[src/rtl/kmer_dictionary_hit_counter_unit_assert.svh]
// assertion macros used by the k-mer hit counter controller
`ifndef KMER_DICTIONARY_HIT_COUNTER_UNIT_ASSERT_SVH
`define KMER_DICTIONARY_HIT_COUNTER_UNIT_ASSERT_SVH

// same-cycle implication, held off while in reset
`define KDHC_ASSERT_IMPLY(lbl, ck, rn, ante, cons) \
  lbl: assert property (@(posedge ck) disable iff (!(rn)) (ante) |-> (cons)) \
    else $error("kdhc: same-cycle check failed");

// next-cycle implication, held off while in reset
`define KDHC_ASSERT_NEXT(lbl, ck, rn, ante, cons) \
  lbl: assert property (@(posedge ck) disable iff (!(rn)) (ante) |=> (cons)) \
    else $error("kdhc: next-cycle check failed");

`endif

[src/rtl/kdhc_pkg.sv]
// shared constants, codes and controller/datapath interface types
package kdhc_pkg;

  // parameter defaults
  localparam int KMER_LEN_DEF    = 16;
  localparam int TABLE_DEPTH_DEF = 4096;
  localparam int COUNT_BITS_DEF  = 32;

  // command codes
  localparam logic [1:0] CMD_CLEAR  = 2'd0;
  localparam logic [1:0] CMD_APPEND = 2'd1;
  localparam logic [1:0] CMD_PUSH   = 2'd2;
  localparam logic [1:0] CMD_READ   = 2'd3;

  // status codes
  localparam logic [1:0] ST_OK      = 2'd0;
  localparam logic [1:0] ST_FULL    = 2'd1;
  localparam logic [1:0] ST_NOT_ASC = 2'd2;
  localparam logic [1:0] ST_RANGE   = 2'd3;

  // largest valid base code (T)
  localparam logic [2:0] BASE_T = 3'd3;

  // controller to datapath
  typedef struct packed {
    logic       latch_in;
    logic       clear_tab;
    logic       append;
    logic       push;
    logic       search_init;
    logic       probe_rd;
    logic       go_lo;
    logic       go_hi;
    logic       cnt_rd_idx;
    logic       cnt_rd_mid;
    logic       cnt_upd;
    logic       capture_rd;
    logic       set_status;
    logic [1:0] status_code;
    logic       load_out;
  } cmd_t;

  // datapath to controller
  typedef struct packed {
    logic [1:0] op;
    logic       full;
    logic       not_asc;
    logic       search_go;
    logic       idx_bad;
    logic       range_open;
    logic       key_eq;
    logic       key_lt;
  } sts_t;

endpackage

[src/rtl/kdhc_ctrl.sv]
// sequencing state machine for the k-mer hit counter
`include "kmer_dictionary_hit_counter_unit_assert.svh"

module kdhc_ctrl (
  input  logic            clk,
  input  logic            rst_n,
  input  logic            in_valid,
  output logic            in_stall,
  output logic            out_valid,
  input  logic            out_stall,
  input  kdhc_pkg::sts_t  sts,
  output kdhc_pkg::cmd_t  cmd
);

  typedef enum logic [2:0] {
    S_IDLE,
    S_DECODE,
    S_PROBE,
    S_CMP,
    S_CRD,
    S_RDWAIT,
    S_OUT
  } state_t;

  state_t state_r, state_nxt;
  logic   out_valid_r, out_valid_nxt;
  logic   out_free;

  assign out_free = !out_valid_r || !out_stall;

  always_comb begin
    state_nxt = state_r;
    cmd       = '0;
    case (state_r)
      S_IDLE: begin
        if (in_valid) begin
          cmd.latch_in = 1'b1;
          state_nxt    = S_DECODE;
        end
      end
      S_DECODE: begin
        state_nxt = S_OUT;
        case (sts.op)
          kdhc_pkg::CMD_CLEAR: begin
            cmd.clear_tab = 1'b1;
          end
          kdhc_pkg::CMD_APPEND: begin
            if (sts.full) begin
              cmd.set_status  = 1'b1;
              cmd.status_code = kdhc_pkg::ST_FULL;
            end else if (sts.not_asc) begin
              cmd.set_status  = 1'b1;
              cmd.status_code = kdhc_pkg::ST_NOT_ASC;
            end else begin
              cmd.append = 1'b1;
            end
          end
          kdhc_pkg::CMD_PUSH: begin
            cmd.push = 1'b1;
            if (sts.search_go) begin
              cmd.search_init = 1'b1;
              state_nxt       = S_PROBE;
            end
          end
          default: begin
            if (sts.idx_bad) begin
              cmd.set_status  = 1'b1;
              cmd.status_code = kdhc_pkg::ST_RANGE;
            end else begin
              cmd.cnt_rd_idx = 1'b1;
              state_nxt      = S_RDWAIT;
            end
          end
        endcase
      end
      S_PROBE: begin
        if (sts.range_open) begin
          cmd.probe_rd = 1'b1;
          state_nxt    = S_CMP;
        end else begin
          state_nxt = S_OUT;
        end
      end
      S_CMP: begin
        if (sts.key_eq) begin
          cmd.cnt_rd_mid = 1'b1;
          state_nxt      = S_CRD;
        end else if (sts.key_lt) begin
          cmd.go_lo = 1'b1;
          state_nxt = S_PROBE;
        end else begin
          cmd.go_hi = 1'b1;
          state_nxt = S_PROBE;
        end
      end
      S_CRD: begin
        cmd.cnt_upd = 1'b1;
        state_nxt   = S_OUT;
      end
      S_RDWAIT: begin
        cmd.capture_rd = 1'b1;
        state_nxt      = S_OUT;
      end
      S_OUT: begin
        if (out_free) begin
          cmd.load_out = 1'b1;
          state_nxt    = S_IDLE;
        end
      end
      default: begin
        state_nxt = S_IDLE;
      end
    endcase
  end

  always_comb begin
    if (cmd.load_out) begin
      out_valid_nxt = 1'b1;
    end else if (!out_stall) begin
      out_valid_nxt = 1'b0;
    end else begin
      out_valid_nxt = out_valid_r;
    end
  end

  always_ff @(posedge clk) begin
    if (!rst_n) begin
      state_r     <= S_IDLE;
      out_valid_r <= 1'b0;
    end else begin
      state_r     <= state_nxt;
      out_valid_r <= out_valid_nxt;
    end
  end

  assign in_stall  = (state_r != S_IDLE);
  assign out_valid = out_valid_r;

  `KDHC_ASSERT_NEXT(a_accept_decode, clk, rst_n, in_valid && !in_stall, state_r == S_DECODE)
  `KDHC_ASSERT_IMPLY(a_cmp_after_probe, clk, rst_n, state_r == S_CMP, $past(state_r) == S_PROBE)
  `KDHC_ASSERT_IMPLY(a_no_overwrite, clk, rst_n, cmd.load_out, !out_valid_r || !out_stall)
  `KDHC_ASSERT_NEXT(a_out_after_load, clk, rst_n, cmd.load_out, out_valid_r && state_r == S_IDLE)

endmodule

[config.mk]
export PLATFORM = sky130hd
export DESIGN_NAME = kdhc_ctrl
export DESIGN_NICKNAME = d
export VERILOG_FILES = /design/src/rtl/kdhc_pkg.sv /design/src/rtl/kdhc_ctrl.sv
export VERILOG_INCLUDE_DIRS = /design/src /design/src/rtl
export SDC_FILE = /design/constraint.sdc
export NUM_CORES = 1
export LEC_CHECK = 0
export BUFFER_PORTS_ARGS = -buffer_cell sky130_fd_sc_hd__buf_2
export CORE_AREA = 8 8 45 47
export DETAILED_ROUTE_END_ITERATION = 10
export DIE_AREA = 0 0 53 55
export GPL_TIMING_DRIVEN = 0
export PLACE_DENSITY = 0.76
export SLEW_MARGIN = 15
export SYNTH_ARGS = -nofsm -noshare
export SYNTH_HDL_FRONTEND = slang
export SYNTH_SLANG_ARGS = --single-unit
[constraint.sdc]
create_clock -name clk -period 1.51 [get_ports clk]
set_input_delay 0.302 -clock clk [delete_from_list [all_inputs] [get_ports clk]]
set_output_delay 0.302 -clock clk [all_outputs]
set_load 0.01 [all_outputs]
# == After elaboration in Yosys (flattened, before gate mapping) ==
# Index checks and enable logic that the tools add are counted.
# totals
input_bits,13
elab_cells,63
ff_bits,4
# op_classes
muxes,39
eq_ne,11
n_reduce_logical,11
# ops
operator,count
3-bit two-way mux,9
1-bit two-way mux,22
3-bit one-hot mux with 6 select lines,1
3-bit one-hot mux with 2 select lines,2
3-bit equality test (second input constant),3
2-bit two-way mux,4
3-bit by 2-bit equality test with 1-bit output (second input constant),2
2-bit OR reduction,3
4-bit two-way mux,1
2-bit != test (second input constant),2
3-bit by 1-bit equality test with 1-bit output (second input constant),1
3-bit logical NOT,1
3-bit nonzero test,1
3-bit OR reduction,1
2-bit by 1-bit equality test with 1-bit output (second input constant),1
2-bit equality test (second input constant),1
1-bit logical NOT,2
2-bit logical NOT,1
2-bit by 1-bit != test with 1-bit output (second input constant),1
2-bit AND reduction,1
1-bit logical OR,1

# == Logic depth before layout (Yosys ltp) ==
# logic_depth
word_depth,5
depth_mapped,4
ltp_nobuf,3

# == Worst setup path after synthesis ==
# OpenSTA, ideal clock, no wires.
# synth_timing
kind,reg-to-output
startpoint,register state_r[1]
endpoint,output port cmd[14] (netlist bit)
path_buffers,1
arrival_ns,1.122
required_time_ns,1.208
stages_incl_launch_ff,4
setup_slack_ns,0.086
cell_sequence,dfxtp_1 clkbuf_2 or3b_4 nor3_1
# synth_lines
element,line,rtl
start: declaration,kdhc_ctrl.sv:25,"state_t state_r, state_nxt;"
start signal: assignment,kdhc_ctrl.sv:131,state_r <= state_nxt;
end: declaration,kdhc_ctrl.sv:12,output kdhc_pkg::cmd_t cmd

==> metrics.txt <==
# TYPE chip_impl_metric gauge
chip_impl_metric{name="syn_area",unit="um2"} 459
chip_impl_info{name="hp-class",value="primary input to flip-flop"} 1
chip_impl_info{name="r2r-start",value="state_r[2]"} 1
chip_impl_metric{name="vias",unit=""} 574
chip_impl_metric{name="leakagePower",unit="nW"} 0.412
chip_impl_metric{name="power.share.switching",unit="%"} 37.5
chip_impl_metric{name="post-route-min-period",unit="ns"} 1.72
chip_impl_metric{name="detailed_place_hpwl",unit="um"} 1040
chip_impl_metric{name="wire_length_of_the_first_global_routing_pass",unit="um"} 2060
chip_impl_metric{name="setup_viol",unit=""} 14
chip_impl_metric{name="floorplan.die.width",unit="um"} 53
chip_impl_info{name="startpoint_class",value="flip-flop"} 1
chip_impl_info{name="clk_root_buffer_cell",value="sky130_fd_sc_hd__clkbuf_4"} 1
chip_impl_metric{name="fp.dieH",unit="um"} 55
chip_impl_metric{name="synth_nets",unit=""} 69
chip_impl_metric{name="synthesis.instances",unit=""} 56
chip_impl_metric{name="pwr-share-seq",unit="%"} 14.3
chip_impl_metric{name="timing.critical_path.slowest_cell_delay",unit="ns"} 0.44
chip_impl_info{name="critPathKind",value="flip-flop to output port"} 1
chip_impl_info{name="worst_hold_launch",value="rst_n"} 1
chip_impl_metric{name="wp_data_required",unit="ns"} 1.21
chip_impl_metric{name="power.total",unit="mW"} 1.22
chip_impl_metric{name="cp_max_fo",unit=""} 8
chip_impl_info{name="slowest_stage",value="sky130_fd_sc_hd__or3b_4"} 1
chip_impl_info{name="dominantRegCellSynth",value="sky130_fd_sc_hd__dfxtp_1"} 1
chip_impl_metric{name="layout.nets",unit=""} 114
chip_impl_metric{name="clock_buffer_count_from_cts",unit=""} 3
chip_impl_metric{name="synth_edf_count",unit=""} 0
chip_impl_metric{name="cts-hold-fix-buffers",unit=""} 0
chip_impl_metric{name="drt_drc_violations_left",unit=""} 0
chip_impl_metric{name="global_route.usage.total",unit="%"} 8.85
chip_impl_info{name="critical_path_launch_point",value="state_r[2]"} 1
chip_impl_info{name="r2r_end",value="state_r[2]"} 1
chip_impl_metric{name="routabilityCongestion",unit=""} 0.821
chip_impl_metric{name="number_of_top_level_pins",unit=""} 31
chip_impl_metric{name="final_hold_viol_count",unit=""} 0
chip_impl_metric{name="worst_slew_margin_rel",unit="%"} 81.7
chip_impl_metric{name="drtIter0Drc",unit=""} 4
chip_impl_info{name="critical_path.cell_chain",value="buf_6 -> or3b_4 -> nor3b_2 -> buf_2"} 1
chip_impl_info{name="synth.top_cells.by_count",value="sky130_fd_sc_hd__nand2_1, sky130_fd_sc_hd__a21oi_1, sky130_fd_sc_hd__dfxtp_1, sky130_fd_sc_hd__nor2_1, sky130_fd_sc_hd__nor3_1"} 1
chip_impl_metric{name="route.antenna.remaining_nets",unit=""} 0
chip_impl_metric{name="intPower",unit="uW"} 762
chip_impl_metric{name="detail_route.vias_per_cell",unit=""} 4.99
chip_impl_metric{name="ctsHtreeMaxLevel",unit=""} 1
chip_impl_metric{name="grt.overflow.total",unit=""} 0
chip_impl_metric{name="flip_flop_and_latch_count_after_synthesis",unit=""} 4
chip_impl_metric{name="slew_viol_final",unit=""} 0
chip_impl_info{name="outcome",value="complete, but fails checks"} 1
chip_impl_info{name="post_synth_main_area_contributors",value="sky130_fd_sc_hd__dfxtp_1, sky130_fd_sc_hd__nor3b_2, sky130_fd_sc_hd__buf_6"} 1
chip_impl_metric{name="timing_worst_slew_pin_value",unit="ns"} 0.271
chip_impl_metric{name="cp.arrival",unit="ns"} 1.41
chip_impl_metric{name="route.detailed.wl_per_inst",unit="um"} 13.3
chip_impl_info{name="post-synth-top-count-cell",value="sky130_fd_sc_hd__nand2_1"} 1
chip_impl_metric{name="initial_core_util",unit="%"} 33.2
chip_impl_info{name="failed_checks",value="negative setup slack"} 1
chip_impl_info{name="cts_tree",value="built"} 1
chip_impl_metric{name="p_switching",unit="uW"} 457
chip_impl_metric{name="synthDistinctLibCells",unit=""} 34
chip_impl_metric{name="seq_area_frac_synth",unit="%"} 17.4
chip_impl_metric{name="final_layout_size_suffix_gt1_share",unit="%"} 70.7
chip_impl_metric{name="finClkSkew",unit="ns"} 0.000142
chip_impl_metric{name="synth_top_area_share",unit="%"} 17.4
chip_impl_metric{name="diodes",unit=""} 0
chip_impl_info{name="endpoint",value="cmd[12]"} 1
chip_impl_metric{name="die_area",unit="um2"} 2920
chip_impl_metric{name="clk_path_buf_depth",unit=""} 2
chip_impl_metric{name="portion_of_the_clock_cycle_consumed_by_the_worst_path_in_the_final_layout",unit="%"} 114
chip_impl_metric{name="grt_pass1_vias",unit=""} 502
chip_impl_metric{name="power-per-cell-area",unit="nW/um2"} 1510
chip_impl_metric{name="rrSetupSlack",unit="ns"} 0.16
chip_impl_metric{name="final.setup.worst_slack",unit="ns"} -0.207
chip_impl_metric{name="io_buffer_count",unit=""} 29
chip_impl_metric{name="areaGrowthSynthToFinish",unit="%"} 75.7
chip_impl_metric{name="drt_pre_antenna_iters",unit=""} 2
chip_impl_metric{name="placement_rows",unit=""} 14
chip_impl_metric{name="grt_start_max_net_pins",unit=""} 10
chip_impl_metric{name="comb_power_share",unit="%"} 74.6
chip_impl_metric{name="design.core.area",unit="um2"} 1380
chip_impl_metric{name="maximum_vdd_ir_drop",unit="mV"} 0.624
chip_impl_metric{name="tritoncts_num_sinks",unit=""} 4
chip_impl_metric{name="avgSynthCellArea",unit="um2"} 8.20
chip_impl_metric{name="postLayoutCellArea",unit="um2"} 807
chip_impl_info{name="synth_area_leader_cell",value="sky130_fd_sc_hd__dfxtp_1"} 1
chip_impl_info{name="rsz0062_at_grt",value="true"} 1
chip_impl_metric{name="max_cap_viol_count",unit=""} 0
chip_impl_metric{name="power_frac_clock",unit="%"} 11.1
chip_impl_metric{name="asyncSetResetFlopFracSynth",unit="%"} 0
chip_impl_metric{name="grt_antenna_before_repair",unit=""} 0
chip_impl_metric{name="clk_latency",unit="ns"} 0.23
chip_impl_metric{name="clkSlewWorstSetupHoldPaths",unit="ns"} 0.04
chip_impl_metric{name="timing.fmax",unit="MHz"} 582
chip_impl_metric{name="yosysWarnings",unit=""} 0
chip_impl_info{name="critPathCaptureType",value="output port"} 1
chip_impl_metric{name="drt_wirelength",unit="um"} 1530
chip_impl_metric{name="postPlaceCellArea",unit="um2"} 624
chip_impl_metric{name="reg2reg_depth",unit=""} 6
## sequential cells by signal, summed over array words and instances (netlist names)
signal     count
out_valid      1
state_r        3
## cell families (layout without fill, tap and decap cells)
group                  after synthesis  in the layout  share of synthesized area, %
AO/OA/AOI/OAI                       13             13                          20.7
buffers and inverters                6             49                          9.54
AND/OR/NAND/NOR                     33             33                          52.3
flip-flops                           4              4                          17.4
## power by group through the flow
| stage | clock, mW | combinational (mW) | sequential (mW) |
|---|---|---|---|
| 6_report | 0.135 | 0.909 | 0.175 |
| 5_1_grt | 0.143 | 0.981 | 0.180 |
| 4_1_cts | 0.137 | 0.743 | 0.169 |
| 3_5_place_dp | 0 | 0.602 | 0.164 |
| 3_3_place_gp | 0 | 0.592 | 0.162 |
| 2_1_floorplan | 0 | 0.444 | 0.161 |
## per-stage QoR
stage	setup TNS [ns]	setup WS, ns	instances	hold WS [ns]	util, %
floorplan	0	0.0855	56	0.430	-
global placement	0	0.0323	101	0.527	45.1
detailed placement	0	0.00747	101	0.539	45.1
CTS	-1.72	-0.207	110	0.338	52.9
global route	-2.24	-0.252	115	0.346	58.3
finish	-1.31	-0.207	115	0.341	58.3
## layout make-up
type                    count  area, um2
clock buffers               3       22.5
repair buffers             40        256
plain buffers               5       50.0
well taps                  16       20.0
flip-flops and latches      4       83.8
multi-input cells          46        370
inverters                   1       3.75
fillers                   125        577
## cell usage in the layout (no fill, tap or decap), types with 2 or more instances in the layout
master	instances
sky130_fd_sc_hd__nand3b_1	2
sky130_fd_sc_hd__dfxtp_2	3
sky130_fd_sc_hd__nor3_1	2
sky130_fd_sc_hd__nand2_1	5
sky130_fd_sc_hd__nor2_1	3
sky130_fd_sc_hd__a21oi_1	2
sky130_fd_sc_hd__a22oi_1	2
sky130_fd_sc_hd__buf_4	11
sky130_fd_sc_hd__buf_6	7
sky130_fd_sc_hd__a21oi_2	2
sky130_fd_sc_hd__buf_2	25
sky130_fd_sc_hd__clkbuf_4	3
sky130_fd_sc_hd__nor2b_1	2
## how the worst min path moves through the flow
stage                 to  slack, ns  cells past startpoint
4_1_cts        out_valid       0.34                      2
2_1_floorplan  out_valid       0.43                      1
5_1_grt        out_valid       0.35                      2
3_5_place_dp   out_valid       0.54                      2
3_3_place_gp   out_valid       0.53                      2
6_report       out_valid       0.34                      2
## repair_timing
action / in CTS / in global routing
gates cloned: 0 / 0
resized for setup: 11 / 10
pin swaps: 4 / 5
endpoints found under the setup margin: 12 / 16
buffers inserted: 6 / 5
## critical path, delay by kind of cell, from the launching register on
| kind | cells | cell delay [ns] |
|---|---|---|
| AND/OR/NAND/NOR | 2 | 0.59 |
| flip-flops | 1 | 0.32 |
| buffers and inverters | 2 | 0.27 |
## routing by layer
metal / part of all wire [%] / vias up / GRT usage [%]
met5: 0 / - / 0
met2: 44 / 27 / 13.9
met3: 13 / 0 / 4.01
li1: - / 291 / -
met4: 0 / 0 / 2.59
met1: 43 / 256 / 10.6
(Power assumes the default switching activity.)
